## src/hw/rtl/brmr_pkg.sv

```systemverilog
// Package: shared types and codes for the broadcast ring multi-reader core.
// Depends on nothing; used by every module under hw/rtl.
`default_nettype none
package brmr_pkg;

    typedef enum logic [1:0] {
        FUNC_POST     = 2'd0,
        FUNC_REGISTER = 2'd1,
        FUNC_FETCH    = 2'd2,
        FUNC_RELEASE  = 2'd3
    } func_t;

    typedef enum logic [1:0] {
        STAT_OK       = 2'd0,
        STAT_EMPTY    = 2'd1,
        STAT_NO_SLOT  = 2'd2,
        STAT_INACTIVE = 2'd3
    } status_t;

    localparam int unsigned ID_W   = 4;
    localparam int unsigned DATA_W = 64;
    localparam int unsigned LEN_W  = 4;
    localparam int unsigned DROP_W = 5;

    // One classified request as it travels from the front end to the back end
    typedef struct packed {
        func_t              func;
        logic [ID_W-1:0]    rid;
        logic [DATA_W-1:0]  payload;
        logic [LEN_W-1:0]   len;
    } cmd_t;

    typedef struct packed {
        status_t            status;
        logic [ID_W-1:0]    rid;
        logic [DATA_W-1:0]  payload;
        logic [LEN_W-1:0]   len;
        logic [DROP_W-1:0]  dropped;
    } res_t;

endpackage
`default_nettype wire

```

## src/hw/rtl/brmr_front.sv

```systemverilog
// Front end: accepts requests, saturates the length and masks the payload.
// Depends on brmr_pkg.
`default_nettype none
module brmr_front
    import brmr_pkg::*;
#(
    parameter int unsigned MSG_BYTES = 8
)(
    input  wire logic              clk,
    input  wire logic              rst_n,
    input  wire logic              in_valid,
    output logic                   in_stall,
    input  wire logic [1:0]        func,
    input  wire logic [ID_W-1:0]   reader_id,
    input  wire logic [DATA_W-1:0] payload,
    input  wire logic [LEN_W-1:0]  length,
    output logic                   cmd_valid,
    input  wire logic              cmd_ready,
    output cmd_t                   cmd
);

    localparam logic [LEN_W-1:0] MAX_LEN = LEN_W'(MSG_BYTES);

    logic              valid_reg;
    cmd_t              cmd_reg;
    cmd_t              cmd_next;
    logic [LEN_W-1:0]  len_sat;

    assign in_stall  = valid_reg && !cmd_ready;
    assign cmd_valid = valid_reg;
    assign cmd       = cmd_reg;

    always_comb
    begin
        len_sat = (length > MAX_LEN) ? MAX_LEN : length;
        cmd_next.func = func_t'(func);
        cmd_next.rid  = reader_id;
        cmd_next.len  = len_sat;
        for (int b = 0; b < DATA_W / 8; b++)
        begin
            // drop bytes at or beyond the length
            cmd_next.payload[b*8 +: 8] = (LEN_W'(b) < len_sat) ? payload[b*8 +: 8] : 8'h00;
        end
    end

    always_ff @(posedge clk or negedge rst_n)
    begin
        if (!rst_n)
        begin
            valid_reg <= 1'b0;
        end
        else if (!in_stall)
        begin
            valid_reg <= in_valid;
        end
    end

    always_ff @(posedge clk)
    begin
        if (in_valid && !in_stall)
        begin
            cmd_reg <= cmd_next;
        end
    end

endmodule
`default_nettype wire

```

## config.mk

```make
export PLATFORM = sky130hd
export DESIGN_NAME = brmr_front
export DESIGN_NICKNAME = d
export VERILOG_FILES = /design/src/hw/rtl/brmr_pkg.sv /design/src/hw/rtl/brmr_front.sv
export SDC_FILE = /design/constraint.sdc
export NUM_CORES = 1
export LEC_CHECK = 0
export BUFFER_PORTS_ARGS = -buffer_cell sky130_fd_sc_hd__buf_2
export CAP_MARGIN = 15
export CORE_AREA = 2 2 87 89
export DETAILED_ROUTE_END_ITERATION = 16
export DIE_AREA = 0 0 89 91
export GPL_ROUTABILITY_DRIVEN = 0
export PLACE_DENSITY = 0.72
export SETUP_SLACK_MARGIN = 0.3
export SLEW_MARGIN = 5
export SYNTH_ARGS = -nofsm -noshare
export SYNTH_HDL_FRONTEND = slang
export SYNTH_SLANG_ARGS = --single-unit
```

## constraint.sdc

```tcl
create_clock -name clk -period 3.1 [get_ports clk]
set_input_delay 0.62 -clock clk [delete_from_list [all_inputs] [get_ports clk]]
set_output_delay 0.62 -clock clk [all_outputs]
set_load 0.01 [all_outputs]
```

After elaboration in Yosys (flattened, before gate mapping)

Cells that the tools add are included.

$lt $le $gt $ge: 9
Mux-type cells: 1
Reductions and logical operators: 4

Operators with widths:

| kind                                                                | number |
|---|---|
| 3-bit by 4-bit < comparator with 1-bit output, first input constant | 4 |
| 1-bit by 4-bit < comparator with 1-bit output, first input constant | 2 |
| 2-bit by 4-bit < comparator with 1-bit output, first input constant | 2 |
| 4-bit > comparator, second input constant                           | 1 |
| 4-bit 2-to-1 mux                                                    | 1 |
| 1-bit logical AND                                                   | 2 |
| 1-bit logical NOT                                                   | 2 |

Bits in registers: 75
Input port bits: 78
Output and inout bits: 76
Word-level logic and storage cells: 26

Longest topological paths before layout

Depth in word-level cells: 4
Gate-level depth with buffers: 4
Gate-level depth less buffers: 2

Worst setup path before layout

No wires, ideal clock.

Kind: input -> register
From: in cmd_ready
To: reg cmd_reg (netlist bit cmd[0]), enable pin
Arrival: 2.488 ns
Data required time: 2.660 ns
Slack: 0.172 ns
Stages on the path: 2
Path buffers: 0
Path through: nand2b_1 -> and2_1

Cells in the longest elaborated chain, start to end: 4

Ends and longest elaborated chain:

| item                   | RTL line         | RTL |
|---|---|---|
| start: declaration     | brmr_front.sv:18 | `input wire logic cmd_ready,` |
| 1-bit logical NOT      | brmr_front.sv:29 | `assign in_stall = valid_reg && !cmd_ready;` |
| 1-bit logical AND      | brmr_front.sv:29 |  |
| 1-bit logical NOT      | brmr_front.sv:60 | `if (in_valid && !in_stall)` |
| 1-bit logical AND      | brmr_front.sv:60 |  |
| end signal: assignment | brmr_front.sv:62 | `cmd_reg <= cmd_next;` |
| end: declaration       | brmr_front.sv:25 | `cmd_t cmd_reg;` |

Every way passes these cells.
A chain may end at the register's enable or synchronous reset.

Final worst setup path

From: in cmd_ready
To: out in_stall

Cells in the longest elaborated chain, start to end: 2

Ends and longest elaborated chain:

| item              | RTL line         | RTL |
|---|---|---|
| 1-bit logical NOT | brmr_front.sv:29 |  |
| 1-bit logical AND | brmr_front.sv:29 |  |
| end: declaration  | brmr_front.sv:12 | `output logic in_stall,` |

Every way passes these cells.

==> metrics.yaml <==
dpl.hpwl_mm: 4.24
synthTopCellsByCount: "74 x edfxtp_1, 43 x nor2b_1, 17 x and2_1"
wl_per_cell_um: 13.6
synth.ff_latch_count: 75
fin_util_pct: 54.6
drive_gt1_share_pct: 53.9
coreArea_sq_um: 7140
die_h_um: 91
postSynthCellCount: 157
hold_buffers: 0
power.leakage_nw: 1.67
final-setup-viol-count: 0
cts_max_level: 3
die_w_um: 89
antenna_found_initial: 1
grt-ovfl-total: 0
clockBufferDepth: 2
postCtsResizedCells: 0
numCtsBuffers: 9
critPathArrivalTime_ns: 1.05
tns_ns: 0
antenna_left: 0
hold_viol_final: 0
std_cell_rows: 31
clock_latency_ns: 0.34
cap_violations: 0
largest_register_ffs: 74
drt_iter0_markers: 60
cts_tree: "built"
synth-seq-area-share_pct: 80.9
cp-end-kind: "output pin"
yosysTopAreaCellShare_pct: 80.0
wl_met2_mm: 2.82
power.density_nw_per_um2: 580
r2r_start: "cmd_valid$_DFFE_PN0N_"
fin_area_sq_um: 3890
numClockSinks: 75
fmax_mhz: 598
peakVddDrop_uv: 296
ys.flop_type: "edfxtp_1"
synth_fp_nets: 235
syn_area_sq_um: 2780
drc: 0
synthMostInstantiatedCell: "edfxtp_1"
n_antenna_cell: 0
area_growth_pct: 40.2
vias_per_cell: 4.28
wl_met3_um: 544
topRoutingLayerUsed: "met5"
io_pins: 154
grt_max_degree: 75
synth_top_cell_by_area: "edfxtp_1"
root_buffer: "clkbuf_8"
worstHoldPathType: "primary input to asynchronous set/reset pin"
worstMarginPinSlew_ns: 0.656
path_clk_slew_ns: 0.08
critPathMaxFanout: 3
fin_crit_sh_pct: 53.9
start_util_pct: 38.9
worst-setup-path-type: "primary input to output pin"
required_ns: 2.48
nets: 396
fin_worst_skew_ns: 0.0131
dr.pass1.iters: 4
grt_pass1_wl_mm: 8.71
grtUsageTotal_pct: 14.6
cts_setup_buffers: 0
synth_warnings: 0
synthTopCellsByArea: "edfxtp_1 80%, nor2b_1 9.7%, and2_1 3.8%, and3_1 1.8%, dfrtp_1 0.90%"
dpl_cell_area_sq_um: 3670
synth_edf_count: 74
maxSlewHeadroom_pct: 56.1
fin_hold_ws_ns: 0.0332
vias: 1806
total_power_mw: 2.26
grt_pass1_vias: 1798
fin_crit_ns: 1.67
portBuffers: 153
drv_slew: 0
rsz0062_at_grt: "false"
ys_types: 17
critPathLaunch: "cmd_ready"
dieArea_sq_um: 8100
wirelength_mm: 5.72
status: "complete, no violations"
async_flop_share_pct: 1.33
met1_length_mm: 2.25
reg2reg_slack_ns: 1.73
syn_avg_cell_area_sq_um: 17.7
start_kind: "primary input"
-- routing by layer --
metal / vias up / global-route usage (%)
met1: 818 / 17.3
met5: - / 0
met3: 11 / 5.55
li1: 884 / -
met4: 2 / 6.22
met2: 91 / 23.3
-- per-stage QoR --
stage / setup slack, ns / cells
finish: 1.43 / 422
global route: 1.38 / 422
CTS: 1.42 / 422
detailed placement: 1.28 / 406
global placement: 1.33 / 406
floorplan: 0.981 / 157
-- kinds of logic after synthesis --
kind of cell	after synthesis	synth area share (%)
simple gates	74	17.5
flops	75	80.9
compound gates	3	0.855
buf+inv	5	0.765
-- where the power goes --
| group | leakage, nW | switching, mW | total, mW | internal, mW |
|---|---|---|---|---|
| logic | 0.837 | 0.120 | 0.224 | 0.104 |
| registers | 0.728 | 0.0130 | 1.20 | 1.19 |
| clock network | 0.108 | 0.373 | 0.832 | 0.459 |
-- layout by cell type, fill, tap and decap left out, types with 2 or more instances in the layout --
master     Yosys  layout
buf_2          1     153
edfxtp_1      74      74
nor2b_1       43      43
and2_1        17      16
clkbuf_8       0       9
and3_1         8       8
inv_6          0       3
nand2b_1       2       2
bufinv_16      0       2
-- critical path: stages --
cell,delay [ns]
buf_2,0.09
nand2b_1,0.16
inv_1,0.06
buf_2,0.12
-- final cells by class --
| class | count | area, sq um |
|---|---|---|
| Sequential cell | 75 | 2250 |
| Inverter | 1 | 3.75 |
| Clock buffer | 9 | 124 |
| Multi-Input combinational cell | 77 | 513 |
| Clock inverter | 7 | 97.6 |
| Fill cell | 628 | 3240 |
| Timing Repair Buffer | 154 | 786 |
| Tap cell | 99 | 124 |
-- final timing paths --
path                                    endpoint  cells after the start
setup reg to reg           cmd[59]$_SDFFCE_PP0P_                      3
max in group asynchronous  cmd_valid$_DFFE_PN0N_                      1
setup / recovery                        in_stall                      4
hold reg to reg            cmd_valid$_DFFE_PN0N_                      2
min in group clk               cmd[68]$_DFFE_PP_                      1
hold / removal             cmd_valid$_DFFE_PN0N_                      1
Note: power is estimated with default switching activity, not from simulation.
