### config.mk
export PLATFORM = sky130hd
export DESIGN_NAME = brmr_queue
export DESIGN_NICKNAME = d
export VERILOG_FILES = /design/src/hw/rtl/brmr_pkg.sv /design/src/hw/rtl/brmr_queue.sv
export SDC_FILE = /design/constraint.sdc
export NUM_CORES = 1
export LEC_CHECK = 0
export ABC_AREA = 1
export BUFFER_PORTS_ARGS = -buffer_cell sky130_fd_sc_hd__buf_2
export CAP_MARGIN = 20
export CORE_ASPECT_RATIO = 1.1
export CORE_MARGIN = 8
export CORE_UTILIZATION = 37
export DETAILED_ROUTE_END_ITERATION = 12
export HOLD_SLACK_MARGIN = 0.1
export PLACE_DENSITY_LB_ADDON = 0.12
export SYNTH_ARGS = -nofsm -noshare
export SYNTH_HDL_FRONTEND = slang
export SYNTH_SLANG_ARGS = --single-unit
### constraint.sdc
create_clock -name clk -period 6.5 [get_ports clk]
set_input_delay 0 -clock clk [delete_from_list [all_inputs] [get_ports clk]]
set_output_delay 0 -clock clk [all_outputs]
set_load 0.005 [all_outputs]
### src/hw/rtl/brmr_pkg.sv
// Package: shared types and codes for the broadcast ring multi-reader core.
// Depends on nothing; used by every module under hw/rtl.
`default_nettype none
package brmr_pkg;

    typedef enum logic [1:0] {
        FUNC_POST     = 2'd0,
        FUNC_REGISTER = 2'd1,
        FUNC_FETCH    = 2'd2,
        FUNC_RELEASE  = 2'd3
    } func_t;

    typedef enum logic [1:0] {
        STAT_OK       = 2'd0,
        STAT_EMPTY    = 2'd1,
        STAT_NO_SLOT  = 2'd2,
        STAT_INACTIVE = 2'd3
    } status_t;

    localparam int unsigned ID_W   = 4;
    localparam int unsigned DATA_W = 64;
    localparam int unsigned LEN_W  = 4;
    localparam int unsigned DROP_W = 5;

    // One classified request as it travels from the front end to the back end
    typedef struct packed {
        func_t              func;
        logic [ID_W-1:0]    rid;
        logic [DATA_W-1:0]  payload;
        logic [LEN_W-1:0]   len;
    } cmd_t;

    typedef struct packed {
        status_t            status;
        logic [ID_W-1:0]    rid;
        logic [DATA_W-1:0]  payload;
        logic [LEN_W-1:0]   len;
        logic [DROP_W-1:0]  dropped;
    } res_t;

endpackage
`default_nettype wire

### src/hw/rtl/brmr_queue.sv
// Two-entry request queue between the front end and the back end.
// Depends on brmr_pkg.
`default_nettype none
module brmr_queue
    import brmr_pkg::*;
(
    input  wire logic clk,
    input  wire logic rst_n,
    input  wire logic push_valid,
    output logic      push_ready,
    input  cmd_t      push_cmd,
    output logic      pop_valid,
    input  wire logic pop_ready,
    output cmd_t      pop_cmd
);

    cmd_t       entry_reg [2];
    logic       wr_ptr_reg;
    logic       rd_ptr_reg;
    logic [1:0] count_reg;
    logic       push;
    logic       pop;

    assign push_ready = (count_reg != 2'd2);
    assign pop_valid  = (count_reg != 2'd0);
    assign pop_cmd    = entry_reg[rd_ptr_reg];
    assign push       = push_valid && push_ready;
    assign pop        = pop_valid && pop_ready;

    always_ff @(posedge clk or negedge rst_n)
    begin
        if (!rst_n)
        begin
            wr_ptr_reg <= 1'b0;
            rd_ptr_reg <= 1'b0;
            count_reg  <= 2'd0;
        end
        else
        begin
            if (push)
            begin
                wr_ptr_reg <= !wr_ptr_reg;
            end
            if (pop)
            begin
                rd_ptr_reg <= !rd_ptr_reg;
            end
            if (push && !pop)
            begin
                count_reg <= count_reg + 2'd1;
            end
            else if (pop && !push)
            begin
                count_reg <= count_reg - 2'd1;
            end
        end
    end

    always_ff @(posedge clk)
    begin
        if (push)
        begin
            entry_reg[wr_ptr_reg] <= push_cmd;
        end
    end

endmodule
`default_nettype wire

* Word-level counts from Yosys, hierarchy flattened
Memories as Yosys holds them, arrays and structs flattened.
Cells that the tools add are included.
** Cells by class
- Multiplexer cells :: 4
- Equality and inequality tests :: 1
- Reductions and logical operators :: 10
- Add/sub/neg operators :: 2
** Operators by type and width (number)
- 1-bit logical AND :: 4
- 1-bit zero test :: 4
- 2-bit 2-to-1 mux :: 2
- 2-bit nonzero test :: 2
- 2-bit by 1-bit adder with 2-bit output, second input constant :: 1
- 1-bit 2-to-1 mux :: 2
- 2-bit != test, second input constant :: 1
- 2-bit by 1-bit subtractor with 2-bit output, second input constant :: 1
** Word-level totals
- Bits in writable memories :: 148
- Register bits after elaboration :: 4
- Input bits :: 78
- Logic and storage cells :: 21
- Output and inout port bits :: 76
- Memories kept :: 1
** Memory list
- entry_reg :: words 2, width 74, rd ports 1, clocked after memory_dff 0, wr ports 1, line brmr_queue.sv:17 : cmd_t entry_reg [2];

* Logic depth before layout (Yosys ltp)
Gate-level depths: netlist of run 1.
- Depth after elaboration :: 6
- Depth in mapped cells :: 10

* Worst setup path before layout of run 1
No wires, ideal clock.
- Path kind :: reg2reg
- Start :: reg count_reg[0]
- End :: mem entry_reg[0][0] (netlist name) (enable)
- Slack :: 2278 ps
- Data arrival time :: 3715 ps
- Stages on the path, launching flop included :: 5
- Data required time :: 5993 ps
- Setup time :: 507 ps
- Cells stage by stage :: dfrtp_1 > inv_1 > nand2_1 > nand2_1 > nor2_1
** Between the ends
- Word-level cells in the longest chain between the ends :: 4
** RTL lines
- start, declared :: line brmr_queue.sv:20 : logic [1:0] count_reg;
- start signal, assigned :: line brmr_queue.sv:50 : count_reg <= count_reg + 2'd1;
- start signal, assigned :: line brmr_queue.sv:54 : count_reg <= count_reg - 2'd1;
- 2-bit != test :: line brmr_queue.sv:24 : assign push_ready = (count_reg != 2'd2);
- named net push_ready :: line brmr_queue.sv:10 : output logic push_ready,
- 1-bit logical AND :: line brmr_queue.sv:27 : assign push = push_valid && push_ready;
- 1-bit 2-to-1 mux :: line brmr_queue.sv:61 : if (push)
- 1-bit 2-to-1 mux (implied by the code) :: line brmr_queue.sv:63 : entry_reg[wr_ptr_reg] <= push_cmd;
- end, declared :: line brmr_queue.sv:17
The timed path passes the listed nets, and every way through them passes these cells.

==> results.txt, run 1 <==
----------------------------------------------------
[Detailed routing]
  Remaining DRCs ... 0
  Vias ... 3765
  Antenna-violating nets left ... 0
  Wire length per cell ... 14.70 um
  Vias/cell ... 4.373
  Detailed router's first-iteration violation count ... 189
  Final routed wirelength across all metal layers ... 12.66 mm
  Drt pass-1 iters ... 4

[Clocking]
  TritonCTS clock tree ... built
  Clk sink count ... 152
  Clock latency reported for the late side of the worst-skew pair ... 0.41 ns
  Clock root buffer ... sky130_fd_sc_hd__clkbuf_16
  CTS Buf Count ... 17
  Clock transition at path regs ... 0.05 ns
  Number of buffers on the longest clock path ... 2
  Number of levels the H-tree was split into ... 4
  Post-cts sizing count ... 0
  Post-CTS Repair Setup Buffers ... 0

[Pwr]
  Design Power ... 0.003248 W
  Static leakage power ... 3.384 nW
  P per Cell Area ... 412.3 nW/um^2
  Worst vdd ir ... 0.2089 mV

[Worst hold path]
  Hold crit path type ... input pin to register
  Hold path cells ... 2

[STA]
  Clock skew ... 0.003276 ns
  Final Slew Violations ... 0
  RSZ-0062 raised after global routing ... no
  Time the final worst path needs with I/O delays and setup ... 2.077 ns
  Highest achievable clock rate ... 0.4815 GHz
  Post-layout worst setup margin ... 4.423 ns
  Headroom to the max-slew limit ... 31.97%
  Accumulated negative setup slack ... 0 ns
  Worst-margin pin slew ... 1.020 ns
  Final hold vios ... 0
  Final Cycle Share ... 31.95%
  Finish-stage setup viols ... 0

[Yosys]
  Sequential cell area fraction in the yosys report ... 81.34%
  Seq cells post-synth ... 152
  Total nets after synthesis ... 494
  Yosys warning count ... 0
  Post-synthesis cell type count ... 14
  Area of the mapped netlist ... 5587 um^2
  Average cell area after synthesis ... 13.46 um^2
  Post-Synthesis Cells ... 415

[Global routing]
  Number of global-route vias before repair ... 4023
  Wire length of the first global-routing pass ... 19.89 mm
  All-Layer GR Usage ... 13.42%
  Remaining global-route overflow ... 0
  Number of antenna violations at the first check in global routing ... 0
  Pin count of the biggest net entering global routing ... 76

[Worst setup path]
  Worst-case reg-to-reg path depth ... 5
  Data arrival, critical path ... 2.08 ns
  Highest fanout seen on the critical path ... 51
  Startpoint kind of the worst setup timing path ... register
  Critical path class ... register to output pin
  Required time of the critical path ... 6.50 ns
  Category of the worst setup path capture point ... output pin

[Final layout]
  Final Instance Area ... 7876 um^2
  Area grow syn2layout ... 40.99%
  Antenna cells ... 0
  Commonest cells after routing, fill and taps aside ... sky130_fd_sc_hd__nand2_1, sky130_fd_sc_hd__buf_2, sky130_fd_sc_hd__edfxtp_1
  Fin nets ... 732
  Fraction of final layout cells sized beyond drive strength 1 ... 27.97%
  Layout filler cell count ... 1308
  Final standard cell utilization of the core ... 52.73%
  Most common cell after layout, fill and taps aside ... sky130_fd_sc_hd__nand2_1
  Number of flip-flops in the largest register ... 148

[Floorplan]
  Initial core utilization ... 37.40%
  Horiz. Die Dim ... 133.2 um
  Row Count ... 47
  Number of I/O pins ... 154
  Die height ... 144.9 um
  Total die area ... 19290 um^2
  CORE AREA ... 14940 um^2

[Status]
  Result of the run ... finished, final reports clean

[Flow run]
  Max-cap violation count ... 0

[Place]
  Port Buffers ... 153
  Hpwl dp ... 7.585 mm
  Standard cell area after detailed placement ... 6553 um^2
  Place WS ... 4.454 ns
  Final weighted congestion in routability-driven placement ... 0.6917

----------------------------------------------------
what timing repair did:
item                                    4_1_cts  5_1_grt
hold endpoints to repair                    155        0
hold buffers                                 78        0
endpoints found under the setup margin        0        0
kinds of logic (layout without fill, tap and decap cells):
| group | after synthesis | after routing | synth area share [%] |
|---|---|---|---|
| AND/OR/NAND/NOR | 237 | 237 | 16.01 |
| flip-flops | 152 | 152 | 81.34 |
| buffers and inverters | 23 | 273 | 2.105 |
| XOR/XNOR | 2 | 2 | 0.3136 |
| adder cells (fa/ha/maj) | 1 | 1 | 0.2239 |
power breakdown:
group,switching [W],leakage [nW],total (W),internal [W]
sequential,0.0000506,1.42,0.00140,0.00135
clock,0.000347,0.262,0.000900,0.000553
combinational,0.000607,1.70,0.000951,0.000344
critical path, stage by stage, from the launching register on:
cell and delay, ns:
sky130_fd_sc_hd__dfrtp_2 0.40, sky130_fd_sc_hd__inv_2 0.33, sky130_fd_sc_hd__buf_4 0.55, sky130_fd_sc_hd__nand2_1 0.10, sky130_fd_sc_hd__nand2_1 0.12, sky130_fd_sc_hd__buf_2 0.13
final timing paths:
| check | from | end | slack, ns |
|---|---|---|---|
| max reg2reg | count_reg[0] | entry_reg[0][70] | 4.48 |
| min | push_cmd[13] | entry_reg[0][13] | 0.32 |
| max in group asynchronous | rst_n | rd_ptr_reg | 5.79 |
| max | rd_ptr_reg | pop_cmd[70] | 4.42 |
| min reg2reg | count_reg[0] | count_reg[0] | 0.51 |
| min in group asynchronous | rst_n | wr_ptr_reg | 0.53 |
cell usage after synthesis (all sizes together):
library cell    n  area [um^2]
buf            15        87.59
clkbuf          1        3.750
dfrtp           4        100.1
edfxtp        148         4444
ha              1        12.51
inv             7        26.27
nand2         232        870.8
nand3           2        10.01
nand4           1        6.260
nor2            2        7.510
xnor2           1        8.760
xor2            1        8.760
through the flow:
stage | instances | hold slack [ns]
floorplan | 415 | -0.2956
global placement | 752 | -0.1882
detailed placement | 752 | -0.1862
CTS | 861 | 0.2905
global route | 861 | 0.2957
finish | 861 | 0.3157
layout make-up:
cell class	count	area (um^2)	area share, %
flip-flops and latches	152	4546	57.71
repair buffers	235	1577	20.02
multi-input cells	240	939.7	11.93
clock buffers	19	432.9	5.496
well taps	196	245.2	3.114
clock inverters	12	110.1	1.398
inverters	7	26.28	0.3336
layer usage:
layer / track usage [%] / up-vias / routed length [um]
met5: 0 / - / 0
met4: 5.322 / 0 / 124
met3: 4.627 / 8 / 633
met2: 24.21 / 86 / 6680
met1: 14.20 / 1801 / 5217
li1: - / 1870 / -
Power figures use the tool's default switching activity.
==> run 2: changes to the inputs <==
--- a/config.mk
+++ b/config.mk
@@ -5,7 +5,7 @@
 export SDC_FILE = /design/constraint.sdc
 export NUM_CORES = 1
 export LEC_CHECK = 0
-export ABC_AREA = 1
+export ABC_AREA = 0
 export BUFFER_PORTS_ARGS = -buffer_cell sky130_fd_sc_hd__buf_2
 export CAP_MARGIN = 20
 export CORE_ASPECT_RATIO = 1.1
==> constraint.sdc (replaced) <==
create_clock -name clk -period 1.79 [get_ports clk]
set_input_delay 0 -clock clk [delete_from_list [all_inputs] [get_ports clk]]
set_output_delay 0 -clock clk [all_outputs]
set_load 0.005 [all_outputs]
==> results.txt, run 2 <==
----------------------------------------------------
[Status]
  Result of the run ... finished, final reports clean

[Final layout]
  Most common cell after layout, fill and taps aside ... sky130_fd_sc_hd__buf_2
  Antenna cells ... 0 (unchanged)
  Sequential cell area ... 4548 um^2 (about the same)
  Final standard cell utilization of the core ... 54.00% (+1.3 points)
  Layout filler cell count ... 1220 (-6.7%)
  Fin nets ... 578 (-21%)
  Area grow syn2layout ... 42.27%
  Commonest cells after routing, fill and taps aside ... sky130_fd_sc_hd__buf_2, sky130_fd_sc_hd__edfxtp_1, sky130_fd_sc_hd__dlygate4sd3_1
  Number of flip-flops in the largest register ... 148 (unchanged)
  Area of the multi-input gates ... 1139 um^2 (+21%)
  Fraction of final layout cells sized beyond drive strength 1 ... 52.93% (+25 points)

[Clocking]
  Clk sink count ... 152 (unchanged)
  Number of buffers on the longest clock path ... 2 (unchanged)
  Clock root buffer ... sky130_fd_sc_hd__clkbuf_16
  Clock latency reported for the late side of the worst-skew pair ... 0.41 ns (about the same)
  CTS Buf Count ... 17 (unchanged)
  Clock transition at path regs ... 0.06 ns (about the same)
  TritonCTS clock tree ... built
  Number of levels the H-tree was split into ... 4 (unchanged)

[Global routing]
  Remaining global-route overflow ... 0 (unchanged)
  Wire length of the first global-routing pass ... 18.29 mm (-8.0%)
  Number of antenna violations at the first check in global routing ... 0 (unchanged)
  Number of global-route vias before repair ... 3618 (-10%)
  All-Layer GR Usage ... 12.18% (-1.2 points)
  Pin count of the biggest net entering global routing ... 57 (-25%)

[Place]
  Port Buffers ... 153 (unchanged)
  Final weighted congestion in routability-driven placement ... 0.6555 (-5.2%)
  Hpwl dp ... 7.506 mm (-1.0%)
  Place WS ... 0.2466 ns (-4.208 ns)

[Worst setup path]
  Largest delay contributor family on the critical path ... flip-flops
  Required time of the critical path ... 1.79 ns (-4.71 ns)
  Critical Path Slowest Stage Cell ... sky130_fd_sc_hd__dfrtp_4
  Category of the worst setup path capture point ... output pin
  Max incr delay on CP ... 0.47 ns (-0.08 ns)
  Startpoint kind of the worst setup timing path ... register
  Critical path class ... register to output pin
  Number of buffers and inverters on the critical path ... 2 (-1)
  Data arrival, critical path ... 1.63 ns (-0.45 ns)
  Worst-path cell chain ... buf_12, mux2_2, buf_2
  Highest fanout seen on the critical path ... 27 (-47%)

[Detailed routing]
  Final routed wirelength across all metal layers ... 11.57 mm (-8.6%)
  Vias ... 3112 (-17%)
  Metal2 WL ... 5.585 mm (-16%)
  Antenna-violating nets left ... 0 (unchanged)
  Detailed router's first-iteration violation count ... 171 (-9.5%)
  Drt pass-1 iters ... 4 (unchanged)
  Vias/cell ... 4.395 (+0.52%)
  Wire length per cell ... 16.33 um (+11%)
  Met1 Routed Length ... 4.693 mm (-10%)
  Met3 wire len ... 1.089 mm (+72%)
  Top metal layer carrying routed signals ... met4
  Remaining DRCs ... 0 (unchanged)

[STA]
  Post-layout worst setup margin ... 0.1629 ns (-4.260 ns)
  Final Cycle Share ... 90.90%
  Highest achievable clock rate ... 0.6146 GHz
  RSZ-0062 raised after global routing ... no
  Time the final worst path needs with I/O delays and setup ... 1.627 ns
  Accumulated negative setup slack ... 0 ns (unchanged)
  Worst-margin pin slew ... 0.3394 ns (-0.6810 ns)
  Final Slew Violations ... 0 (unchanged)
  Finish-stage setup viols ... 0 (unchanged)
  Headroom to the max-slew limit ... 77.37% (+45 points)
  Final hold vios ... 0 (unchanged)
  Clock skew ... 0.007063 ns (+0.003788 ns)

[Yosys]
  Post-synthesis compound-gate area fraction ... 0% (unchanged)
  Top cell types by occurrence after synthesis ... sky130_fd_sc_hd__edfxtp_1, sky130_fd_sc_hd__mux2_4, sky130_fd_sc_hd__mux2_2
  Leading area contributor after synthesis ... sky130_fd_sc_hd__edfxtp_1
  Yosys warning count ... 0 (unchanged)
  Top cells by area, synth ... sky130_fd_sc_hd__edfxtp_1, sky130_fd_sc_hd__mux2_4, sky130_fd_sc_hd__mux2_2
  Average cell area after synthesis ... 23.13 um^2 (+72%)
  Cell with the most instances after synthesis ... sky130_fd_sc_hd__edfxtp_1
  Seq cells post-synth ... 152 (unchanged)
  Post-synthesis cell type count ... 15 (+1)
  Post-synthesis share of cell area spent on xor and xnor gates ... 0.7634% (+0.45 points)
  Ys async rst share ... 2.632% (unchanged)
  Area of the mapped netlist ... 5737 um^2 (+2.7%)
  Adder-Cell Fraction of Synth Area ... 0.2181% (-0.0059 points)
  Combinational family with the most area after synthesis ... multiplexers
  Top cell type's share of synthesized area ... 77.47% (-2.1 points)
  Total nets after synthesis ... 327 (-34%)
  Synth Flop Type ... sky130_fd_sc_hd__edfxtp_1
  Multiplexer fraction of the synthesized cell area ... 17.80% (+18 points)
  Number of synthesized flops with an enable pin ... 148 (unchanged)
  Fraction of the mapped netlist area in simple logic gates ... 0.5889% (-15 points)
  Sequential cell area fraction in the yosys report ... 79.21% (-2.1 points)
  Post-Synthesis Cells ... 248 (-40%)

[Pwr]
  Power Internal ... 0.008972 W (+300%)
  Part of the total power dissipated in the clock network ... 27.3% (-0.4 points)
  Switching power of the nets ... 0.003241 W (+220%)
  Relative contribution of combinational cells to total power ... 30.9% (+1.6 points)
  Design Power ... 0.01221 W (+280%)
  P per Cell Area ... 1496 nW/um^2 (+260%)
  Static leakage power ... 3.241 nW (-4.2%)
  Switching Share ... 26.53% (-4.4 points)
  Worst vdd ir ... 0.8180 mV (+290%)
  Share of power burned in registers ... 41.7% (-1.3 points)

[Flow run]
  Max-cap violation count ... 0 (unchanged)

[Floorplan]
  Initial core utilization ... 37.96% (+0.56 points)
  Die height ... 146.6 um (+1.2%)
  Number of I/O pins ... 154 (unchanged)
  Total die area ... 19750 um^2 (+2.4%)
  Horiz. Die Dim ... 134.7 um (+1.2%)
  CORE AREA ... 15110 um^2 (+1.2%)
  Row Count ... 47 (unchanged)

[Worst hold path]
  Hold crit path type ... input pin to register

----------------------------------------------------
run 2: changes by cell type after synthesis, sizes merged, moves of 2 or more:
cell,change
nand2,-230
xnor2,+2
inv,-6
nand3,-2
buf,-7
mux2,+74
run 2: power by group through the flow:
stage | clock network, W | registers (W) | logic, W
6_report | 0.00334 | 0.00510 | 0.00378
2_1_floorplan | 0 | 0.00512 | 0.00234
3_5_place_dp | 0 | 0.00524 | 0.00367
4_1_cts | 0.00344 | 0.00511 | 0.00391
3_3_place_gp | 0 | 0.00520 | 0.00367
5_1_grt | 0.00359 | 0.00517 | 0.00413
run 2: worst reg2reg max path, stage by stage (launching register included):
cell	delay [ns]
sky130_fd_sc_hd__dfrtp_1	0.42
sky130_fd_sc_hd__or2_2	0.32
sky130_fd_sc_hd__nand2_1	0.12
sky130_fd_sc_hd__ha_1	0.19
sky130_fd_sc_hd__xor2_1	0.18
sky130_fd_sc_hd__nor2_1	0.07
sky130_fd_sc_hd__xor2_1	0.14
run 2: path summary, 6_finish.rpt:
check                        startpoint          endpoint  slack, ns  cells past startpoint
min reg2reg                count_reg[1]      count_reg[1]       0.55                      1
min in group asynchronous         rst_n      count_reg[0]       0.50                      3
max reg2reg                count_reg[0]      count_reg[1]       0.24                      6
max                          rd_ptr_reg       pop_cmd[62]       0.16                      3
min                        push_cmd[48]  entry_reg[0][48]       0.30                      2
max in group asynchronous         rst_n        rd_ptr_reg       1.09                      3
run 2: metrics by stage:
stage / area (um^2) / hold slack, ns / cells
2_1_floorplan: 5761 / -0.2956 / 248
3_3_place_gp: 6804 / -0.1865 / 596
3_5_place_dp: 6804 / -0.1855 / 596
4_1_cts: 8162 / 0.2775 / 708
5_1_grt: 8162 / 0.2845 / 708
6_report: 8162 / 0.2997 / 708
run 2: what timing repair did:
action                                  CTS  global route
endpoints found under the hold margin   155             0
hold buffers                             78             0
buffers inserted                          2             0
endpoints found under the setup margin   23             0
gates resized for setup                   0             0
run 2: layout make-up:
| class | instances | share of cell area, % |
|---|---|---|
| repair buffers | 240 | 20.39 |
| flip-flops and latches | 152 | 55.73 |
| clock buffers | 18 | 5.258 |
| clock inverters | 14 | 1.625 |
| inverters | 1 | 0.04599 |
| multi-input cells | 87 | 13.95 |
| well taps | 196 | 3.005 |
run 2: per-layer routing:
layer / vias to the layer above / GRT usage, %
met5: - / 0
met4: 0 / 5.396
met3: 15 / 5.731
met2: 119 / 19.45
met1: 1495 / 13.55
li1: 1483 / -
run 2: logic make-up (layout without fill, tap and decap cells):
group | count (synthesis) | count (layout)
xor+xnor | 5 | 5
fa+ha+maj | 1 | 1
buf+inv | 9 | 273
flops | 152 | 152
mux | 74 | 74
simple gates | 7 | 7
